`src/rtl/core/mxu_pkg.sv`:
```
// Shared types and constants for the 4x4 fixed-point matrix unit.
// Used by every module of the unit but mxu_ram; depends on nothing else.
package mxu_pkg;

  // Matrix geometry and number format.
  localparam int DIM         = 4;
  localparam int FRAC_BITS   = 16;
  localparam int CELLS       = DIM * DIM;
  localparam int IDX_W       = $clog2(CELLS);
  localparam int K_W         = $clog2(DIM);
  localparam int VAL_W       = 32;
  localparam int PROD_W      = 2 * VAL_W;
  localparam int ELEM_IDX_W  = 4;
  localparam int CMD_W       = 3;

  // Accumulator holds DIM shifted products exactly, plus a guard bit.
  localparam int ACC_W       = PROD_W - FRAC_BITS + K_W + 1;

  // Stream packing.
  localparam int IN_LEFT_LSB   = ELEM_IDX_W;
  localparam int IN_RIGHT_LSB  = IN_LEFT_LSB + VAL_W;
  localparam int IN_SCALAR_LSB = IN_RIGHT_LSB + VAL_W;
  localparam int IN_BITS       = IN_SCALAR_LSB + VAL_W;
  localparam int IN_TDATA_W    = ((IN_BITS + 7) / 8) * 8;
  localparam int OUT_VAL_LSB   = ELEM_IDX_W;
  localparam int OUT_BITS      = OUT_VAL_LSB + VAL_W;
  localparam int OUT_TDATA_W   = ((OUT_BITS + 7) / 8) * 8;

  // Job queue between front and back.
  localparam int QUEUE_DEPTH = 2;
  localparam int QPTR_W      = $clog2(QUEUE_DEPTH);
  localparam int QCNT_W      = $clog2(QUEUE_DEPTH + 1);

  typedef enum logic [CMD_W-1:0] {
    CMD_PRODUCT    = 3'd0,
    CMD_ADD        = 3'd1,
    CMD_SUB        = 3'd2,
    CMD_SCALAR_MUL = 3'd3,
    CMD_SCALAR_ADD = 3'd4,
    CMD_SCALAR_SUB = 3'd5
  } cmd_t;

  typedef enum logic {
    BK_IDLE  = 1'b0,
    BK_ISSUE = 1'b1
  } bk_state_t;

  typedef struct packed {
    logic             en;
    logic [IDX_W-1:0] addr;
    logic [VAL_W-1:0] left;
    logic [VAL_W-1:0] right;
  } store_wr_t;

  typedef struct packed {
    cmd_t             cmd;
    logic [VAL_W-1:0] scalar;
  } job_t;

  typedef struct packed {
    logic [IDX_W-1:0] addr_left;
    logic [IDX_W-1:0] addr_right;
    logic             en;
  } store_rd_t;

  typedef struct packed {
    cmd_t             cmd;
    logic [IDX_W-1:0] pos;
    logic             first;
    logic             last;
    logic [VAL_W-1:0] scalar;
  } step_tag_t;

endpackage

```
`src/rtl/core/mxu_ram.sv`:
```
// Generic single-write, single-read RAM with registered read data.
// Stand-alone; no package needed.
module mxu_ram #(
  parameter int WIDTH = 32,
  parameter int DEPTH = 16
) (
  input  logic                     clk,
  input  logic                     wr_en,
  input  logic [$clog2(DEPTH)-1:0] wr_addr,
  input  logic [WIDTH-1:0]         wr_data,
  input  logic                     rd_en,
  input  logic [$clog2(DEPTH)-1:0] rd_addr,
  output logic [WIDTH-1:0]         rd_data
);

  logic [WIDTH-1:0] mem_r [DEPTH];
  logic [WIDTH-1:0] rd_data_r;

  always_ff @(posedge clk) begin
    if (wr_en) begin
      mem_r[wr_addr] <= wr_data;
    end
    if (rd_en) begin
      rd_data_r <= mem_r[rd_addr];
    end
  end

  assign rd_data = rd_data_r;

endmodule

```
`src/rtl/core/mxu_front.sv`:
```
// Front end of the matrix unit: unpacks input items, writes both element
// stores and turns a final item with a valid command into a job. Uses mxu_pkg.
module mxu_front (
  input  logic                              in_tvalid,
  output logic                              in_tready,
  input  logic [mxu_pkg::IN_TDATA_W-1:0]    in_tdata,
  input  logic [mxu_pkg::CMD_W-1:0]         in_tuser,
  input  logic                              in_tlast,
  input  logic                              can_accept,
  output mxu_pkg::store_wr_t                store_wr,
  output mxu_pkg::job_t                     job,
  output logic                              job_push
);
  import mxu_pkg::*;

  logic                  accept;
  logic [ELEM_IDX_W-1:0] elem_idx;
  logic                  idx_ok;
  logic                  cmd_ok;

  assign in_tready = can_accept;
  assign accept    = in_tvalid && can_accept;
  assign elem_idx  = in_tdata[ELEM_IDX_W-1:0];
  assign idx_ok    = 32'(elem_idx) < 32'(CELLS);
  assign cmd_ok    = in_tuser inside {[CMD_PRODUCT:CMD_SCALAR_SUB]};

  always_comb begin
    store_wr.en    = accept && idx_ok;
    store_wr.addr  = IDX_W'(elem_idx);
    store_wr.left  = in_tdata[IN_LEFT_LSB +: VAL_W];
    store_wr.right = in_tdata[IN_RIGHT_LSB +: VAL_W];
  end

  // Unknown commands on a final item only load the pair.
  assign job_push   = accept && in_tlast && cmd_ok;
  assign job.cmd    = cmd_t'(in_tuser);
  assign job.scalar = in_tdata[IN_SCALAR_LSB +: VAL_W];

endmodule

```
`src/rtl/core/mxu_job_queue.sv`:
```
// Short job queue between the front and back of the matrix unit.
// Holds command and scalar of pending computations. Uses mxu_pkg.
module mxu_job_queue (
  input  logic          clk,
  input  logic          rst_n,
  input  logic          push,
  input  mxu_pkg::job_t push_job,
  input  logic          pop,
  output mxu_pkg::job_t head_job,
  output logic          head_valid,
  output logic          full
);
  import mxu_pkg::*;

  job_t              slot_r [QUEUE_DEPTH];
  logic [QPTR_W-1:0] wr_ptr_r, wr_ptr_nxt;
  logic [QPTR_W-1:0] rd_ptr_r, rd_ptr_nxt;
  logic [QCNT_W-1:0] count_r, count_nxt;
  logic              do_push;
  logic              do_pop;

  assign head_valid = count_r != '0;
  assign full       = count_r == QCNT_W'(QUEUE_DEPTH);
  assign head_job   = slot_r[rd_ptr_r];
  assign do_push    = push && !full;
  assign do_pop     = pop && head_valid;

  always_comb begin
    wr_ptr_nxt = wr_ptr_r;
    rd_ptr_nxt = rd_ptr_r;
    count_nxt  = count_r;
    if (do_push) begin
      wr_ptr_nxt = (wr_ptr_r == QPTR_W'(QUEUE_DEPTH - 1)) ? '0 : wr_ptr_r + 1'b1;
    end
    if (do_pop) begin
      rd_ptr_nxt = (rd_ptr_r == QPTR_W'(QUEUE_DEPTH - 1)) ? '0 : rd_ptr_r + 1'b1;
    end
    if (do_push && !do_pop) begin
      count_nxt = count_r + 1'b1;
    end else if (do_pop && !do_push) begin
      count_nxt = count_r - 1'b1;
    end
  end

  always_ff @(posedge clk) begin
    if (!rst_n) begin
      wr_ptr_r <= '0;
      rd_ptr_r <= '0;
      count_r  <= '0;
    end else begin
      wr_ptr_r <= wr_ptr_nxt;
      rd_ptr_r <= rd_ptr_nxt;
      count_r  <= count_nxt;
    end
  end

  always_ff @(posedge clk) begin
    if (do_push) begin
      slot_r[wr_ptr_r] <= push_job;
    end
  end

endmodule

```
`src/rtl/core/mxu_back.sv`:
```
// Back end of the matrix unit: sequences store reads for one job, runs the
// multiply and accumulate pipeline, saturates and holds the output register.
// Uses mxu_pkg; reads the element stores built in the top level.
module mxu_back (
  input  logic                               clk,
  input  logic                               rst_n,
  input  mxu_pkg::job_t                      job,
  input  logic                               job_valid,
  output logic                               job_pop,
  output logic                               issue_busy,
  output mxu_pkg::store_rd_t                 store_rd,
  input  logic [mxu_pkg::VAL_W-1:0]          left_data,
  input  logic [mxu_pkg::VAL_W-1:0]          right_data,
  output logic                               out_tvalid,
  input  logic                               out_tready,
  output logic [mxu_pkg::OUT_TDATA_W-1:0]    out_tdata,
  output logic                               out_tuser,
  output logic                               out_tlast
);
  import mxu_pkg::*;

  localparam logic signed [ACC_W-1:0] SAT_HI = ACC_W'(64'sd2147483647);
  localparam logic signed [ACC_W-1:0] SAT_LO = ACC_W'(-64'sd2147483648);

  bk_state_t state_r, state_nxt;

  cmd_t             cmd_r, cmd_nxt;
  logic [VAL_W-1:0] scalar_r, scalar_nxt;
  logic [IDX_W-1:0] pos_r, pos_nxt;
  logic [K_W-1:0]   row_r, row_nxt;
  logic [K_W-1:0]   col_r, col_nxt;
  logic [K_W-1:0]   k_r, k_nxt;

  logic stall;
  logic advance;
  logic is_prod;
  logic step_last;
  logic elem_last;

  step_tag_t s1_tag_r, s1_tag_nxt;
  logic      s1_valid_r;
  step_tag_t s2_tag_r;
  logic      s2_valid_r;
  logic signed [PROD_W-1:0] mul_r;
  logic signed [VAL_W-1:0]  lhs_r;
  logic signed [VAL_W-1:0]  rhs_r;
  logic [VAL_W-1:0]         opnd_b;

  logic signed [PROD_W-1:0] mul_shift;
  logic signed [ACC_W-1:0]  term;
  logic signed [ACC_W-1:0]  acc_r;
  logic signed [ACC_W-1:0]  acc_sum;
  logic                     sat_hi;
  logic                     sat_lo;
  logic                     load_out;

  logic                  out_valid_r, out_valid_nxt;
  logic [ELEM_IDX_W-1:0] out_idx_r;
  logic [VAL_W-1:0]      out_val_r;
  logic                  out_ovf_r;
  logic                  out_last_r;

  // Issue and pipeline freeze while a result waits in the output register.
  assign stall     = out_valid_r && !out_tready;
  assign is_prod   = cmd_r == CMD_PRODUCT;
  assign step_last = !is_prod || (k_r == K_W'(DIM - 1));
  assign elem_last = pos_r == IDX_W'(CELLS - 1);
  assign advance   = (state_r == BK_ISSUE) && !stall;

  // Sequencer next state.
  always_comb begin
    state_nxt = state_r;
    case (state_r)
      BK_IDLE: begin
        if (job_valid) begin
          state_nxt = BK_ISSUE;
        end
      end
      BK_ISSUE: begin
        if (advance && step_last && elem_last) begin
          state_nxt = BK_IDLE;
        end
      end
      default: state_nxt = BK_IDLE;
    endcase
  end

  // Sequencer outputs.
  always_comb begin
    job_pop    = 1'b0;
    issue_busy = 1'b0;
    case (state_r)
      BK_IDLE:  job_pop    = job_valid;
      BK_ISSUE: issue_busy = 1'b1;
      default:  issue_busy = 1'b0;
    endcase
  end

  // Position counters: row and column of the result, k walks the dot product.
  always_comb begin
    cmd_nxt    = cmd_r;
    scalar_nxt = scalar_r;
    pos_nxt    = pos_r;
    row_nxt    = row_r;
    col_nxt    = col_r;
    k_nxt      = k_r;
    if (job_pop) begin
      cmd_nxt    = job.cmd;
      scalar_nxt = job.scalar;
      pos_nxt    = '0;
      row_nxt    = '0;
      col_nxt    = '0;
      k_nxt      = '0;
    end else if (advance) begin
      if (!step_last) begin
        k_nxt = k_r + 1'b1;
      end else begin
        k_nxt   = '0;
        pos_nxt = pos_r + 1'b1;
        if (row_r == K_W'(DIM - 1)) begin
          row_nxt = '0;
          col_nxt = col_r + 1'b1;
        end else begin
          row_nxt = row_r + 1'b1;
        end
      end
    end
  end

  always_comb begin
    store_rd.en = advance;
    if (is_prod) begin
      store_rd.addr_left  = IDX_W'(k_r) * IDX_W'(DIM) + IDX_W'(row_r);
      store_rd.addr_right = IDX_W'(col_r) * IDX_W'(DIM) + IDX_W'(k_r);
    end else begin
      store_rd.addr_left  = pos_r;
      store_rd.addr_right = pos_r;
    end
  end

  always_comb begin
    s1_tag_nxt.cmd    = cmd_r;
    s1_tag_nxt.pos    = pos_r;
    s1_tag_nxt.first  = !is_prod || (k_r == '0);
    s1_tag_nxt.last   = step_last;
    s1_tag_nxt.scalar = scalar_r;
  end

  always_ff @(posedge clk) begin
    if (!rst_n) begin
      state_r <= BK_IDLE;
    end else begin
      state_r <= state_nxt;
    end
  end

  always_ff @(posedge clk) begin
    cmd_r    <= cmd_nxt;
    scalar_r <= scalar_nxt;
    pos_r    <= pos_nxt;
    row_r    <= row_nxt;
    col_r    <= col_nxt;
    k_r      <= k_nxt;
  end

  // Stage 1: store data arrives, tag follows it.
  always_ff @(posedge clk) begin
    if (!rst_n) begin
      s1_valid_r <= 1'b0;
    end else if (!stall) begin
      s1_valid_r <= advance;
    end
  end

  always_ff @(posedge clk) begin
    if (!stall) begin
      s1_tag_r <= s1_tag_nxt;
    end
  end

  // Stage 2: one 32x32 multiply; scalar commands use the scalar operand.
  always_comb begin
    case (s1_tag_r.cmd)
      CMD_SCALAR_MUL, CMD_SCALAR_ADD, CMD_SCALAR_SUB: opnd_b = s1_tag_r.scalar;
      default:                                        opnd_b = right_data;
    endcase
  end

  always_ff @(posedge clk) begin
    if (!rst_n) begin
      s2_valid_r <= 1'b0;
    end else if (!stall) begin
      s2_valid_r <= s1_valid_r;
    end
  end

  always_ff @(posedge clk) begin
    if (!stall) begin
      s2_tag_r <= s1_tag_r;
      mul_r    <= $signed(left_data) * $signed(opnd_b);
      lhs_r    <= $signed(left_data);
      rhs_r    <= $signed(opnd_b);
    end
  end

  // Stage 3: floor-shift or add/sub, accumulate exactly, then saturate.
  assign mul_shift = mul_r >>> FRAC_BITS;

  always_comb begin
    case (s2_tag_r.cmd)
      CMD_PRODUCT, CMD_SCALAR_MUL: term = ACC_W'(mul_shift);
      CMD_ADD, CMD_SCALAR_ADD:     term = ACC_W'(lhs_r) + ACC_W'(rhs_r);
      CMD_SUB, CMD_SCALAR_SUB:     term = ACC_W'(lhs_r) - ACC_W'(rhs_r);
      default:                     term = '0;
    endcase
  end

  assign acc_sum  = (s2_tag_r.first ? '0 : acc_r) + term;
  assign sat_hi   = acc_sum > SAT_HI;
  assign sat_lo   = acc_sum < SAT_LO;
  assign load_out = s2_valid_r && s2_tag_r.last && !stall;

  always_ff @(posedge clk) begin
    if (s2_valid_r && !stall) begin
      acc_r <= acc_sum;
    end
  end

  // Output register.
  always_comb begin
    out_valid_nxt = out_valid_r;
    if (load_out) begin
      out_valid_nxt = 1'b1;
    end else if (out_tready) begin
      out_valid_nxt = 1'b0;
    end
  end

  always_ff @(posedge clk) begin
    if (!rst_n) begin
      out_valid_r <= 1'b0;
    end else begin
      out_valid_r <= out_valid_nxt;
    end
  end

  always_ff @(posedge clk) begin
    if (load_out) begin
      out_idx_r  <= ELEM_IDX_W'(s2_tag_r.pos);
      out_ovf_r  <= sat_hi || sat_lo;
      out_last_r <= s2_tag_r.pos == IDX_W'(CELLS - 1);
      if (sat_hi) begin
        out_val_r <= VAL_W'(SAT_HI);
      end else if (sat_lo) begin
        out_val_r <= VAL_W'(SAT_LO);
      end else begin
        out_val_r <= acc_sum[VAL_W-1:0];
      end
    end
  end

  assign out_tvalid = out_valid_r;
  assign out_tuser  = out_ovf_r;
  assign out_tlast  = out_last_r;
  assign out_tdata  = OUT_TDATA_W'({out_val_r, out_idx_r});

endmodule

```
`src/rtl/core/matrix4x4_arith_unit.sv`:
```
// 4x4 Q16.16 matrix unit: product, element-wise add/sub, scalar mul/add/sub.
// Loading is one item per cycle while the input is ready; after a final item the
// input is ready again once the back end has issued every store read of the job.
// Reset (rst_n low, synchronous) clears the sequencer state, valid flags and queue
// pointers and count; position counters, data registers and stores keep no reset.
//
// Structure
//   The front (mxu_front) accepts input items and writes the left and right
//   element of each item into two single-port-read stores (mxu_ram). A final
//   item carrying a known command is turned into a job (command and scalar)
//   and pushed into a two-entry queue (mxu_job_queue).
//   The back (mxu_back) pops a job and walks the sixteen result positions.
//   For a product it reads one left/right pair per cycle unless the output stalls,
//   via a shared multiplier, four steps per result; other commands take one step
//   per result. Each step passes a store read, a 32x32 multiply register and an
//   exact saturating accumulate; each result's last step loads the output register.
//
// Flow control
//   The input side stalls while a job waits in the queue or while the back
//   is still issuing store reads, since later items would overwrite stores
//   the job still needs. A job is popped, its store reads are issued (64 for a
//   product, 16 for an element-wise or scalar job) and the input is released.
//   Issue and pipeline freeze while a result waits in the output register; a
//   job can still be popped, and a new item can still be taken while the last
//   results drain.
//
// Depends on mxu_pkg, mxu_ram, mxu_front, mxu_job_queue and mxu_back.
module matrix4x4_arith_unit (
  input  logic                              clk,
  input  logic                              rst_n,
  // Input item stream.
  input  logic                              in_tvalid,
  output logic                              in_tready,
  // From bit 0: element_index[3:0], left_value[31:0], right_value[31:0],
  // scalar_value[31:0], then zero padding.
  input  logic [mxu_pkg::IN_TDATA_W-1:0]    in_tdata,
  // command[2:0].
  input  logic [mxu_pkg::CMD_W-1:0]         in_tuser,
  // final_element.
  input  logic                              in_tlast,
  // Result item stream.
  output logic                              out_tvalid,
  input  logic                              out_tready,
  // From bit 0: result_index[3:0], result_value[31:0], then zero padding.
  output logic [mxu_pkg::OUT_TDATA_W-1:0]   out_tdata,
  // overflow_flag.
  output logic                              out_tuser,
  // end_of_matrix.
  output logic                              out_tlast
);
  import mxu_pkg::*;

  store_wr_t        store_wr;
  store_rd_t        store_rd;
  job_t             push_job;
  job_t             head_job;
  logic             job_push;
  logic             job_pop;
  logic             head_valid;
  logic             q_full;
  logic             issue_busy;
  logic             can_accept;
  logic [VAL_W-1:0] left_data;
  logic [VAL_W-1:0] right_data;

  // New items may only land in the stores once the pending job has read them.
  assign can_accept = !head_valid && !issue_busy;

  mxu_front u_front (
    .in_tvalid  (in_tvalid),
    .in_tready  (in_tready),
    .in_tdata   (in_tdata),
    .in_tuser   (in_tuser),
    .in_tlast   (in_tlast),
    .can_accept (can_accept),
    .store_wr   (store_wr),
    .job        (push_job),
    .job_push   (job_push)
  );

  // Left and right element stores, column-major.
  mxu_ram #(
    .WIDTH (VAL_W),
    .DEPTH (CELLS)
  ) u_left_store (
    .clk     (clk),
    .wr_en   (store_wr.en),
    .wr_addr (store_wr.addr),
    .wr_data (store_wr.left),
    .rd_en   (store_rd.en),
    .rd_addr (store_rd.addr_left),
    .rd_data (left_data)
  );

  mxu_ram #(
    .WIDTH (VAL_W),
    .DEPTH (CELLS)
  ) u_right_store (
    .clk     (clk),
    .wr_en   (store_wr.en),
    .wr_addr (store_wr.addr),
    .wr_data (store_wr.right),
    .rd_en   (store_rd.en),
    .rd_addr (store_rd.addr_right),
    .rd_data (right_data)
  );

  mxu_job_queue u_queue (
    .clk        (clk),
    .rst_n      (rst_n),
    .push       (job_push),
    .push_job   (push_job),
    .pop        (job_pop),
    .head_job   (head_job),
    .head_valid (head_valid),
    .full       (q_full)
  );

  mxu_back u_back (
    .clk        (clk),
    .rst_n      (rst_n),
    .job        (head_job),
    .job_valid  (head_valid),
    .job_pop    (job_pop),
    .issue_busy (issue_busy),
    .store_rd   (store_rd),
    .left_data  (left_data),
    .right_data (right_data),
    .out_tvalid (out_tvalid),
    .out_tready (out_tready),
    .out_tdata  (out_tdata),
    .out_tuser  (out_tuser),
    .out_tlast  (out_tlast)
  );

  // A job is never pushed into a full queue.
  a_no_push_when_full : assert property (
    @(posedge clk) disable iff (!rst_n) job_push |-> !q_full
  ) else $error("job pushed into full queue");

  // A saturated result carries one of the two clamp values.
  a_ovf_clamped : assert property (
    @(posedge clk) disable iff (!rst_n)
    (out_tvalid && out_tuser) |->
      (out_tdata[OUT_VAL_LSB +: VAL_W] == 32'h7FFF_FFFF ||
       out_tdata[OUT_VAL_LSB +: VAL_W] == 32'h8000_0000)
  ) else $error("overflow flag without clamped value");

  // The end-of-matrix marker only comes with the last position.
  a_last_position : assert property (
    @(posedge clk) disable iff (!rst_n)
    (out_tvalid && out_tlast) |->
      (out_tdata[ELEM_IDX_W-1:0] == ELEM_IDX_W'(CELLS - 1))
  ) else $error("end of matrix on wrong position");

endmodule

```
`config.mk`:
```
export PLATFORM = sky130hd
export DESIGN_NAME = matrix4x4_arith_unit
export DESIGN_NICKNAME = d
export VERILOG_FILES = /design/src/rtl/core/mxu_pkg.sv /design/src/rtl/core/mxu_ram.sv /design/src/rtl/core/mxu_front.sv /design/src/rtl/core/mxu_job_queue.sv /design/src/rtl/core/mxu_back.sv /design/src/rtl/core/matrix4x4_arith_unit.sv
export SDC_FILE = /design/constraint.sdc
export NUM_CORES = 2
export LEC_CHECK = 0
export ABC_AREA = 1
export BUFFER_PORTS_ARGS = -buffer_cell sky130_fd_sc_hd__buf_4
export CAP_MARGIN = 20
export CORE_ASPECT_RATIO = 1.25
export CORE_UTILIZATION = 67
export CTS_CLUSTER_DIAMETER = 200
export CTS_CLUSTER_SIZE = 40
export DETAILED_ROUTE_END_ITERATION = 16
export PLACE_DENSITY = 0.84
export SKIP_CTS_REPAIR_TIMING = 1
export SYNTH_ARGS = -nofsm -noshare
export SYNTH_HDL_FRONTEND = slang
export SYNTH_SLANG_ARGS = --single-unit
```
`constraint.sdc`:
```
create_clock -name clk -period 14.29 [get_ports clk]
set_clock_uncertainty 0.15 [all_clocks]
set_input_delay 0 -clock clk [delete_from_list [all_inputs] [get_ports clk]]
set_output_delay 0 -clock clk [all_outputs]
set_load 0.02 [all_outputs]
```
==> results.py <==
metrics = {
    "critical_path": {
        "cp-start-kind": "flip-flop",
        "worstPathMaxFanout": 41,
        "required_ps": 14650,
        "worst_path_max_delay_cell": "clkinv_1",
        "cp-end-kind": "flip-flop",
        "crit_type": "flip-flop to flip-flop",
        "critPathArrivalTime_ps": 11020,
        "cp_slowest_stage_delay_ps": 980,
        "reg2reg_depth": 32,
    },
    "die": {
        "die_y_um": 432,
        "pin_count": 156,
        "die_x_um": 346,
        "die_area_um2": 150000,
        "start_util_pct": 67.7,
        "rows": 157,
        "core_area_um2": 147000,
    },
    "timing": {
        "hold_viol": 70,
        "slew_violations": 0,
        "finalSetupTns_ps": 0,
        "finalSetupViolCount": 0,
        "fin_crit_sh_pct": 74.6,
        "fin_crit_ps": 10650,
        "whs_ps": -43.0,
        "worst_pin_slew_ps": 1280,
        "max_freq_ghz": 0.0939,
        "rsz0062_at_grt": "no",
        "slew_headroom_pct": 14.2,
    },
    "synth": {
        "yosys_warnings": 0,
        "synth_top_area_share_pct": 43.7,
        "synth.most_common_cell": "inv_1",
        "synth_edf_count": 1444,
        "synth_area_leader_cell": "edfxtp_1",
        "ys_async_sr_fraction_pct": 0,
        "syn_avg_cell_area_um2": 10.5,
        "synth_seq_cells": 1462,
        "ys_top_cells_by_count": "inv_1, nand2_1, edfxtp_1",
        "syn_area_um2": 99300,
        "seq_area_frac_synth_pct": 44.0,
        "netlist_top_cells_area": "edfxtp_1, fa_1, inv_1, nand2_1, nor2_1",
        "synth_cells": 9465,
        "ys.flop_type": "edfxtp_1",
        "ys_types": 64,
    },
    "cells_and_area": {
        "fill_cells": 9787,
        "area_growth_pct": 6.37,
        "final_nets": 11100,
        "drive_above_1_share_pct": 5.66,
    },
    "route": {
        "wl_per_cell_um": 25.8,
        "ant_nets": 0,
        "vias": 72700,
        "routed_wl_mm": 296,
        "drt_iter0_markers": 9013,
        "dr.pass1.iters": 7,
        "drc": 0,
        "vias_per_cell": 6.33,
    },
    "global_route": {
        "grt_pass1_wl_mm": 430,
        "grt_max_degree": 193,
        "antenna_found_initial": 25,
        "grt_pass1_vias": 73300,
        "grt.total_usage_pct": 38.8,
        "grt-ovfl-total": 0,
    },
    "flow_run": {
        "max_cap_viol_count": 0,
    },
    "worst_hold_path": {
        "holdPathStages": 4,
        "hp-class": "primary input to flip-flop",
    },
    "cts": {
        "worstSkewPairLatency_ps": 760,
        "cts-root-buf": "clkbuf_16",
        "htreeDepth": 2,
        "tritoncts": "yes",
        "cts.sinks": 1462,
        "cts-buffers-inserted": 43,
        "clkTransAtPathRegs_ps": 160,
        "cts_buffer_depth": 3,
    },
    "status": {
        "violations": "hold timing",
        "status": "finished, violations left",
    },
    "placement": {
        "place_congestion": 1.04,
        "io_buffers": 147,
        "hpwlAfterDp_mm": 201,
    },
}
## routing by layer
metal / share of wire [%] / global-route usage, % / wire length, µm / up-vias
met5: 0.067 / 0 / 199 / -
met4: 8.9 / 29.4 / 26400 / 30
met3: 11 / 9.09 / 33900 / 1455
met2: 47 / 63.0 / 140000 / 5009
met1: 32 / 45.1 / 95700 / 35300
li1: - / - / - / 30900
## stage by stage
stage / setup slack [ps] / hold slack, ps / std cells / utilization [%] / area, µm²
after floorplan: 6050 / -51.1 / 9468 / - / 99300
after global placement: 4060 / 37.7 / 11200 / 69.8 / 102000
after CTS: 3920 / -741 / 11300 / 70.6 / 104000
final: 3640 / -43.0 / 11500 / 72.0 / 106000
after detailed placement: 3920 / 37.8 / 11200 / 69.8 / 102000
after global routing: 3200 / -44.0 / 11500 / 72.0 / 106000
## kinds of logic (layout without fill, tap and decap cells)
| family | count (synthesis) | after routing | synth area share, % |
|---|---|---|---|
| compound gates | 1403 | 1403 | 8.34 |
| other cells | 1 | 16 | 0.00378 |
| xor+xnor | 92 | 92 | 0.838 |
| flops | 1462 | 1462 | 44.0 |
| buf+inv | 1966 | 2070 | 7.58 |
| simple gates | 3030 | 3030 | 12.3 |
| mux | 128 | 128 | 1.29 |
| fa+ha+maj | 1383 | 1383 | 25.6 |
## worst max-delay path: cells and delay by family (launching register included)
| family | cells | cell delay, ps |
|---|---|---|
| AND/OR/NAND/NOR | 6 | 1000 |
| buffers and inverters | 11 | 2890 |
| flip-flops | 1 | 440 |
| AO/OA/AOI/OAI | 5 | 770 |
| XOR/XNOR | 1 | 200 |
| adder cells (fa/ha/maj) | 9 | 4880 |
## registers in the layout, indices dropped and copies added, names as in the netlist, 2 cells and up
| signal | count |
|---|---|
| u_right_store.mem_r | 512 |
| u_queue.slot_r | 70 |
| u_left_store.mem_r | 512 |
| u_back.mul_r | 48 |
| u_back.out_idx_r | 4 |
| u_queue.count_r | 2 |
| u_back.scalar_r | 32 |
| u_back.acc_r | 51 |
| u_back.row_r | 2 |
| u_back.rhs_r | 32 |
| u_left_store.rd_data | 32 |
| u_back.pos_r | 4 |
| u_back.out_val_r | 32 |
| u_back.s2_tag_r | 9 |
| u_back.s1_tag_r | 41 |
| u_back.col_r | 2 |
| u_back.lhs_r | 32 |
| u_right_store.rd_data | 32 |
| u_back.k_r | 2 |
| u_back.cmd_r | 3 |
## path summary, 6_finish.rpt
path	from	endpoint	slack, ps
min reg2reg	u_back.scalar_r[26]	u_back.s1_tag_r[26]	280
min	rst_n	u_queue.rd_ptr_r	-40
max	u_back.s1_tag_r[40]	u_back.mul_r[55]	3640
max reg2reg	u_back.s1_tag_r[40]	u_back.mul_r[55]	3640
## layout make-up
type                       count  area (µm²)  area share [%]
multi-input combinational   6040       48300            45.7
sequential                  1462       43700            41.4
inverter                    1524        5740            5.44
timing repair buffer         484        4190            3.96
tap                         1908        2390            2.26
clock buffer                  57        1130            1.07
clock inverter                 5         109           0.103
antenna                       12        30.0          0.0284
## layout by cell type (no fill, tap or decap), drive strengths merged, types with 24 or more instances in the layout
cell / count
a21oi: 447
buf: 300
clkbuf: 57
clkinv: 26
dlygate4sd3: 184
edfxtp: 1444
fa: 1084
ha: 299
inv: 1503
mux2i: 128
nand2: 1482
nand3: 163
nand4: 42
nor2: 1232
nor3: 47
o211ai: 74
o21ai: 541
o21bai: 24
o221ai: 98
o22ai: 50
o32ai: 112
or2: 41
xnor2: 28
xor2: 64
Power is left out: the tool's default activity adds up to more than one toggle a clock period on the data nets, which glitch-free logic cannot reach.
